## src/hdl/stt_pkg.sv

```systemverilog
// Shared types, codes and widths for the software timer table.
package stt_pkg;

  localparam int SLOT_W  = 4;
  localparam int CNT_W   = 8;
  localparam int MAX_RES = 16;
  localparam int NRES_W  = $clog2(MAX_RES + 1);

  localparam logic [1:0] REQ_ADD    = 2'd0;
  localparam logic [1:0] REQ_CANCEL = 2'd1;
  localparam logic [1:0] REQ_FRAME  = 2'd2;

  typedef struct packed {
    logic [1:0]  req_type;
    logic [3:0]  timer_slot;
    logic [31:0] period_ms;
    logic [32:0] begin_ms;
    logic        is_periodic;
    logic [47:0] raw_ticks;
  } stt_in_t;

  typedef struct packed {
    logic [3:0] fired_slot;
    logic [7:0] fire_count;
    logic       expired;
    logic       last_event;
  } stt_out_t;

  // Commands from the controller to the datapath.
  typedef struct packed {
    logic add;
    logic cancel;
    logic load;
    logic conv;
    logic clr;
    logic step;
    logic push;
    logic next;
    logic flush;
  } stt_cmd_t;

  // Status from the datapath to the controller.
  typedef struct packed {
    logic active;
    logic due;
    logic cap_hit;
    logic cnt_zero;
    logic gone;
    logic idx_last;
    logic res_full;
  } stt_sts_t;

endpackage

```

## src/hdl/stt_ctrl.sv

```systemverilog
// Controller state machine that sequences requests and the frame walk over the slots.
module stt_ctrl import stt_pkg::*; (
  input  logic       clk,
  input  logic       rst_n,
  input  logic       start,
  input  logic [1:0] in_req,
  input  stt_sts_t   sts,
  output logic       busy,
  output stt_cmd_t   cmd
);

  typedef enum logic [2:0] {
    ST_IDLE,
    ST_CONV,
    ST_SCAN,
    ST_ITER,
    ST_FLUSH
  } state_t;

  state_t state_r, state_nxt;
  logic   busy_r, busy_nxt;
  logic   fire;

  assign busy = busy_r;
  assign fire = sts.due && !sts.cap_hit && !sts.gone;

  always_comb begin
    state_nxt = state_r;
    cmd       = '0;
    unique case (state_r)
      ST_IDLE: begin
        if (start) begin
          unique case (in_req)
            REQ_ADD:    cmd.add    = 1'b1;
            REQ_CANCEL: cmd.cancel = 1'b1;
            REQ_FRAME: begin
              cmd.load  = 1'b1;
              state_nxt = ST_CONV;
            end
            default: ;
          endcase
        end
      end
      ST_CONV: begin
        cmd.conv  = 1'b1;
        state_nxt = ST_SCAN;
      end
      ST_SCAN: begin
        if (sts.res_full) begin
          state_nxt = ST_FLUSH;
        end else if (sts.active) begin
          cmd.clr   = 1'b1;
          state_nxt = ST_ITER;
        end else if (sts.idx_last) begin
          state_nxt = ST_FLUSH;
        end else begin
          cmd.next = 1'b1;
        end
      end
      ST_ITER: begin
        if (fire) begin
          cmd.step = 1'b1;
        end else begin
          cmd.push = !sts.cnt_zero;
          if (sts.idx_last) begin
            state_nxt = ST_FLUSH;
          end else begin
            cmd.next  = 1'b1;
            state_nxt = ST_SCAN;
          end
        end
      end
      ST_FLUSH: begin
        cmd.flush = 1'b1;
        state_nxt = ST_IDLE;
      end
      default: state_nxt = ST_IDLE;
    endcase
    busy_nxt = (state_nxt != ST_IDLE);
  end

  always_ff @(posedge clk) begin
    if (!rst_n) begin
      state_r <= ST_IDLE;
      busy_r  <= 1'b0;
    end else begin
      state_r <= state_nxt;
      busy_r  <= busy_nxt;
    end
  end

endmodule

```

## src/hdl/stt_dp.sv

```systemverilog
// Datapath with the slot table, time conversion, catch-up counter and result register.
module stt_dp import stt_pkg::*; #(
  parameter int TIMER_SLOTS = 16,
  parameter int CATCHUP_CAP = 255
) (
  input  logic     clk,
  input  logic     rst_n,
  input  stt_in_t  in_beat,
  input  stt_cmd_t cmd,
  output stt_sts_t sts,
  output logic     out_valid,
  output stt_out_t out_beat
);

  localparam int SW = (TIMER_SLOTS > 1) ? $clog2(TIMER_SLOTS) : 1;

  logic              active_r   [TIMER_SLOTS];
  logic              periodic_r [TIMER_SLOTS];
  logic [33:0]       start_r    [TIMER_SLOTS];
  logic [31:0]       period_r   [TIMER_SLOTS];

  logic [32:0]       now_r;
  logic [25:0]       sub_r;
  logic [SW-1:0]     idx_r;
  logic [CNT_W-1:0]  cnt_r;
  logic              gone_r;
  logic [NRES_W-1:0] nres_r;

  logic              pend_v_r;
  logic [SW-1:0]     pend_idx_r;
  logic [CNT_W-1:0]  pend_cnt_r;
  logic              pend_gone_r;
  logic              out_valid_r;
  stt_out_t          out_r;

  logic              slot_ok;
  logic [SW-1:0]     wr_idx;
  logic [34:0]       due_sum;

  assign slot_ok = 32'(in_beat.timer_slot) < TIMER_SLOTS;
  assign wr_idx  = SW'(in_beat.timer_slot);
  assign due_sum = 35'(start_r[idx_r]) + 35'(period_r[idx_r]);

  assign sts.active   = active_r[idx_r];
  assign sts.due      = 35'(now_r) > due_sum;
  assign sts.cap_hit  = cnt_r == CNT_W'(CATCHUP_CAP);
  assign sts.cnt_zero = cnt_r == '0;
  assign sts.gone     = gone_r;
  assign sts.idx_last = idx_r == SW'(TIMER_SLOTS - 1);
  assign sts.res_full = nres_r == NRES_W'(MAX_RES);

  assign out_valid = out_valid_r;
  assign out_beat  = out_r;

  // Slot table: active bits reset, the rest is valid only once written.
  always_ff @(posedge clk) begin
    if (!rst_n) begin
      for (int i = 0; i < TIMER_SLOTS; i++) begin
        active_r[i] <= 1'b0;
      end
    end else if (cmd.add && slot_ok) begin
      active_r[wr_idx] <= 1'b1;
    end else if (cmd.cancel && slot_ok) begin
      active_r[wr_idx] <= 1'b0;
    end else if (cmd.step && !periodic_r[idx_r]) begin
      active_r[idx_r] <= 1'b0;
    end
  end

  always_ff @(posedge clk) begin
    if (cmd.add && slot_ok) begin
      periodic_r[wr_idx] <= in_beat.is_periodic;
      start_r[wr_idx]    <= 34'(in_beat.begin_ms);
      period_r[wr_idx]   <= in_beat.period_ms;
    end else if (cmd.step && periodic_r[idx_r]) begin
      start_r[idx_r] <= due_sum[33:0];
    end
  end

  // Walk registers and the tick to millisecond conversion.
  always_ff @(posedge clk) begin
    if (cmd.load) begin
      now_r  <= in_beat.raw_ticks[47:15] - 33'(in_beat.raw_ticks[47:21]);
      sub_r  <= in_beat.raw_ticks[47:22];
      idx_r  <= '0;
      nres_r <= '0;
    end else begin
      if (cmd.conv) begin
        now_r <= now_r - 33'(sub_r);
      end
      if (cmd.next) begin
        idx_r <= idx_r + SW'(1);
      end
      if (cmd.push) begin
        nres_r <= nres_r + NRES_W'(1);
      end
    end
    if (cmd.clr) begin
      cnt_r  <= '0;
      gone_r <= 1'b0;
    end else if (cmd.step) begin
      cnt_r <= cnt_r + CNT_W'(1);
      if (!periodic_r[idx_r]) begin
        gone_r <= 1'b1;
      end
    end
  end

  // One result is held back so the final beat of a frame can be marked.
  always_ff @(posedge clk) begin
    if (!rst_n) begin
      pend_v_r    <= 1'b0;
      out_valid_r <= 1'b0;
    end else begin
      out_valid_r <= (cmd.push || cmd.flush) && pend_v_r;
      if (cmd.push) begin
        pend_v_r <= 1'b1;
      end else if (cmd.flush) begin
        pend_v_r <= 1'b0;
      end
    end
  end

  always_ff @(posedge clk) begin
    if (cmd.push || cmd.flush) begin
      out_r.fired_slot <= SLOT_W'(pend_idx_r);
      out_r.fire_count <= pend_cnt_r;
      out_r.expired    <= pend_gone_r;
      out_r.last_event <= cmd.flush;
    end
    if (cmd.push) begin
      pend_idx_r  <= idx_r;
      pend_cnt_r  <= cnt_r;
      pend_gone_r <= gone_r;
    end
  end

endmodule

```

## src/hdl/software_timer_table.sv

```systemverilog
// Top level of the software timer table: controller and datapath.
// Add and cancel requests take effect at the accepting edge and keep busy low.
// In a frame, the catch-up iteration shares one adder and runs one firing per cycle.
// Results leave one per strobe cycle and the receiver cannot stall them; the last
// beat of a frame follows its flush cycle.
// Synchronous reset marks every slot inactive and returns the controller to idle.
module software_timer_table import stt_pkg::*; #(
  parameter int TIMER_SLOTS = 16,
  parameter int CATCHUP_CAP = 255
) (
  input  logic     clk,
  input  logic     rst_n,
  input  logic     start,
  output logic     busy,
  input  stt_in_t  in_beat,
  output logic     out_valid,
  output stt_out_t out_beat
);

  stt_cmd_t cmd;
  stt_sts_t sts;

  // The controller decodes the request type and steps through the slots in
  // ascending order, issuing one command set per cycle.
  stt_ctrl u_ctrl (
    .clk    (clk),
    .rst_n  (rst_n),
    .start  (start),
    .in_req (in_beat.req_type),
    .sts    (sts),
    .busy   (busy),
    .cmd    (cmd)
  );

  // The datapath holds the slot table, compares the current time with each
  // slot's deadline and builds the result beats.
  stt_dp #(
    .TIMER_SLOTS (TIMER_SLOTS),
    .CATCHUP_CAP (CATCHUP_CAP)
  ) u_dp (
    .clk       (clk),
    .rst_n     (rst_n),
    .in_beat   (in_beat),
    .cmd       (cmd),
    .sts       (sts),
    .out_valid (out_valid),
    .out_beat  (out_beat)
  );

endmodule
```

## config.mk

```make
export PLATFORM = sky130hd
export DESIGN_NAME = software_timer_table
export DESIGN_NICKNAME = d
export VERILOG_FILES = /design/src/hdl/stt_pkg.sv /design/src/hdl/stt_ctrl.sv /design/src/hdl/stt_dp.sv /design/src/hdl/software_timer_table.sv
export SDC_FILE = /design/constraint.sdc
export NUM_CORES = 1
export LEC_CHECK = 0
export BUFFER_PORTS_ARGS = -buffer_cell sky130_fd_sc_hd__buf_2
export CORE_MARGIN = 8
export CORE_UTILIZATION = 50
export CTS_BUF_LIST = sky130_fd_sc_hd__clkbuf_4 sky130_fd_sc_hd__clkbuf_8
export CTS_CLUSTER_DIAMETER = 80
export DETAILED_ROUTE_END_ITERATION = 6
export GPL_TIMING_DRIVEN = 1
export PLACE_DENSITY = 0.67
export SLEW_MARGIN = 10
export SYNTH_ARGS = -nofsm -noshare
export SYNTH_HDL_FRONTEND = slang
export SYNTH_SLANG_ARGS = --single-unit
```

## constraint.sdc

```tcl
create_clock -name clk -period 10 [get_ports clk]
set_input_delay 1 -clock clk [delete_from_list [all_inputs] [get_ports clk]]
set_output_delay 1 -clock clk [all_outputs]
set_load 0.01 [all_outputs]
```

== After elaboration in Yosys (flattened, before gate mapping) ==
Memories as Yosys holds them, arrays and structs flattened. A register that Yosys moved wholly into a read port is not among the register bits.
Cells that the tools add are included.
Operators by class
  eq/ne operators: 9
  reductions and logical operators: 20
  mux-type cells: 64
  order comparisons: 1
  bitwise logic cells: 2
  add/subtract/negate cells: 6
Operators by type and width (number)
  2-to-1 mux 33 bit: 2
  2-to-1 mux 4 bit: 11
  2-to-1 mux 1 bit: 37
  adder 34 x 32 -> 35 bit: 1
  greater-than comparator 33 x 35 -> 1 bit: 1
  2-to-1 mux 34 bit: 1
  OR reduction 34 bit: 1
  subtractor 33 x 26 -> 33 bit: 1
  subtractor 33 x 27 -> 33 bit: 1
  2-to-1 mux 3 bit: 9
  one-hot mux 3 bit (4 select lines): 1
  adder 8 x 1 -> 8 bit, second input constant: 1
  equality test 8 bit, second input constant: 1
  zero test 8 bit: 1
  equality test 3 x 2 -> 1 bit, second input constant: 2
  adder 5 x 1 -> 5 bit, second input constant: 1
  equality test 5 bit, second input constant: 1
  logical AND 1 bit: 5
  adder 4 x 1 -> 4 bit, second input constant: 1
  equality test 4 bit, second input constant: 1
  zero test 1 bit: 4
  2-to-1 mux 2 bit: 2
  nonzero test 2 bit: 2
  equality test 3 x 1 -> 1 bit, second input constant: 1
  12 further kinds: 13
Word-level totals
  memories kept: 4
  memory bits (writable): 1088
  bits in registers: 110
  bits of input ports: 123
Memories
  u_dp.start_r: depth 16, bits a word 34, rd ports 1, clocked after memory_dff 1, wr ports 1, line stt_dp.sv:19  | logic [33:0] start_r [TIMER_SLOTS];
  u_dp.period_r: depth 16, bits a word 32, rd ports 1, clocked after memory_dff 1, wr ports 1, line stt_dp.sv:20  | logic [31:0] period_r [TIMER_SLOTS];
  u_dp.active_r: depth 16, bits a word 1, rd ports 1, clocked after memory_dff 1, wr ports 16, line stt_dp.sv:17  | logic active_r [TIMER_SLOTS];
  u_dp.periodic_r: depth 16, bits a word 1, rd ports 1, clocked after memory_dff 1, wr ports 1, line stt_dp.sv:18  | logic periodic_r [TIMER_SLOTS];

== Depth between registers and ports, before layout ==
  depth in word-level cells: 14
  mapped depth: 29

== By module ==
A second synthesis with hierarchy kept.
Unflattened totals
  cell total of the unflattened synthesis: 2747
  area total of the unflattened synthesis: 50973.9 um^2
Modules (own cells, without submodules)
  stt_dp: cells an instance 2711, times used 1, area each 50672.3 um^2, sequential area each 35574.1 um^2
  stt_ctrl: cells an instance 36, times used 1, area each 301.5 um^2, sequential area each 80.1 um^2

== Worst setup path before layout ==
No wires, ideal clock.
  path kind: reg2reg
  start point: register with a tool-made name
  end point: memory u_dp.start_r[5][0], enable pin
  setup slack: -0.528 ns
  stages on the path, launching flop included: 28
  buffers on the path: 5
  arrival: 10.049 ns
  cells stage by stage: dfxtp_1 buf_6 buf_2 clkbuf_1 buf_1 mux4_2 mux4_2 ha_1 fa_1 a211o_1 a21oi_1 o21ai_1 a211o_1 a221o_1 a21boi_0 o21bai_1 a21oi_1 xor2_1 ha_1 nand2_1 nor4_1 nand4_1 nor3_1 a221oi_1 nor3_2 nand3_2 clkbuf_1 o32ai_1
RTL lines (line)
  end, declared: stt_dp.sv:19

==> summary.txt <==
Num CTS Buffers: 190
X dimension of the die: 336 um
Post-synthesis sequential area ratio: 0.697
IO Pins: 139
Fillers: 7699
Status: finished with violations
Most common cell after layout, fill and taps aside: edfxtp_1
Placer congestion estimate: 0.862
RSZ-0062 raised after global routing: false
Asr flop ratio synth: 0
First-pass iteration count of the detailed router: 7
Clk pwr share: 0.327
FF-to-FF path depth: 25
Distinct cells, synth: 77
Crit. End Element: flip-flop
Vias in the first global route: 28400
Vias: 27900
Most frequent cells in the layout: edfxtp_1, mux4_2, clkbuf_8
CORE AREA: 0.102 mm^2
Clock sink count: 1202
Mapped Cells: 2781
CTS Buffer Depth: 3
Gr ovfl total: 0
Die area: 0.113 mm^2
Slew @ Worst Pin: 1.12 ns
Fin. max-slew vios: 0
Worst hold path endpoint: u_dp.sub_r[2]
Post-CTS Resized: 0
Critical-path top delay cell: dfxtp_4
Combinational power share: 0.239
Avg WL per Cell: 26.9 um
Clock-pin slew on the worst setup and hold paths: 0.06 ns
Die height: 336 um
Leakage Power: 19.1 nW
Relative slew slack: 0.252
Routed WL: 124000 um
Global Route Usage Sum: 0.218
Failing checks: DRC
Int Power: 9.15 mW
Tmin final: 9.36 ns
Number of synthesized flops with an enable pin: 1158
Design area: 0.0583 mm^2
Iteration-0 DRC Markers: 2675
Clock root cell: clkbuf_8
Avg Cell Area, Syn: 18.4 um^2
Postcts setup bufs: 0
Hold/Removal Path Class: primary input to flip-flop
CTS tree: yes
Nets: 3336
Final HPWL DP: 75400 um
Seq cells post-synth: 1202
Detail Route Antenna Nets: 0
Switching power: 3.80 mW
Fin crit share: 0.936
Hold slack: 0.375 ns
Netlist Area Pre-Place: 0.0512 mm^2
Hold Crit Start: in_beat[24]
IO buf count: 123
Clock H-tree levels: 4
CP Max Fanout: 42
DRC Markers: 2
Final setup violation count: 0
Row cnt: 117
Dpl cell area: 0.0544 mm^2
CP peak stage delay: 0.66 ns
Global-route wire length before repair: 183000 um
Vias per std cell: 6.04
Sw Ratio: 0.293
Largest net degree at the start of global routing: 153
Synth-to-Final Area Change: 13.9%
Initial antenna violation count: 12
Data required, critical path: 10.52 ns
Proportion of layout cells with a drive suffix above 1: 0.282
Power per cell area: 222 mW/mm^2
Hold buffers post-CTS: 0
CP arrival: 9.88 ns
MaxCap Viol Count: 0
Worst-Skew Late Latency: 0.87 ns
Max Clock Skew: 0.0516 ns
Critical path class: flip-flop to flip-flop
Worst vdd ir: 123 uV
Worst setup SP type: flip-flop
Ys flop type: edfxtp_1
Family with the most delay on the worst path: compound AO/OA/AOI/OAI gates
Achievable frequency: 0.107 GHz
Final hold viol count: 0
Yosys warning count: 0
R2r setup slk: 0.64 ns
Power share of the sequential group: 0.434
Worst flop-to-flop path endpoint: u_dp.start_r[11][6]
Initial core utilization: 0.504
Hold depth: 1
Buf/Inv on CP: 4
## state kept, by name (all words and copies together), names as in the netlist, 8 cells and up, named ones only
| register | cells |
|---|---|
| u_dp.sub_r | 26 |
| u_dp.active_r | 16 |
| u_dp.period_r | 512 |
| u_dp.now_r | 33 |
| u_dp.periodic_r | 16 |
| u_dp.cnt_r | 8 |
| u_dp.out_beat | 14 |
| u_dp.start_r | 544 |
| u_dp.pend_cnt_r | 8 |
## Yosys cell counts, types with 19 or more instances
library cell	count	area, um^2
nand2b_1	36	225
mux2i_1	27	270
ha_1	123	1540
dfxtp_1	44	881
a21o_1	25	188
nand3_1	37	185
xnor2_1	46	403
buf_1	25	93.8
nand2_1	136	510
xor2_1	38	333
nor2_1	100	375
inv_1	87	327
o21ai_0	106	531
mux4_2	336	7570
o32ai_1	22	193
a21oi_1	105	526
edfxtp_1	1158	34800
clkbuf_1	82	308
nor3_1	19	95.1
## cell families (layout without fill, tap and decap cells)
group                      Yosys count  in the layout  share of synthesized area
AOI/OAI and AO/OA                  378            378                     0.0473
xor gates and xnor gates            84             84                     0.0144
adders and majority gates          126            126                     0.0312
buffers and inverters              202            647                     0.0154
DFF                               1202           1202                      0.697
muxes                              369            369                      0.156
other                                1             21                  0.0000733
and+or+nand+nor                    419            419                     0.0393
## layout make-up
type	instances	area [um^2]	share of cell area
clock inverters	100	811	0.0139
inverters	87	327	0.00560
diodes	5	12.5	0.000215
clock buffers	246	3060	0.0525
flip-flops and latches	1202	35700	0.612
repair buffers	214	1570	0.0270
well taps	1368	1710	0.0294
multi-input cells	1392	15100	0.260
## metrics by stage
step / std cells / worst slack [ns] / TNS (ns) / power (mW) / util
finish: 4614 / 0.641 / 0 / 13.0 / 0.574
CTS: 4607 / 0.456 / 0 / 13.0 / 0.574
detailed placement: 4261 / 0.477 / 0 / 8.81 / 0.536
global placement: 4261 / 0.720 / 0 / 8.74 / 0.536
global route: 4611 / 0.166 / 0 / 13.5 / 0.574
floorplan: 2796 / -0.528 / -124.33 / 7.82 / -
## power by group through the flow
stage | Sequential [mW] | Clock [mW] | Combinational (mW)
floorplan | 5.69 | 0 | 2.13
global placement | 5.72 | 0 | 3.02
detailed placement | 5.73 | 0 | 3.09
CTS | 5.62 | 4.33 | 3.10
global route | 5.62 | 4.53 | 3.34
finish | 5.62 | 4.23 | 3.10
## routing by layer
layer  vias to the layer above  part of all wire  global-route usage
met5                         -           0.00030                   0
met4                         6             0.020              0.0591
met3                       191             0.065              0.0377
met2                      1091              0.50               0.364
met1                     14600              0.42               0.300
li1                      12000                 -                   -
## worst max-delay path by stage
stage                            to  depth (start not counted)
2_1_floorplan    u_dp.start_r[5][0]                         27
3_3_place_gp   u_dp.start_r[12][15]                         24
3_5_place_dp    u_dp.start_r[12][7]                         23
4_1_cts         u_dp.start_r[6][29]                         23
5_1_grt         u_dp.start_r[7][15]                         25
6_report        u_dp.start_r[11][6]                         25
Note: power is estimated with default switching activity, not from simulation.
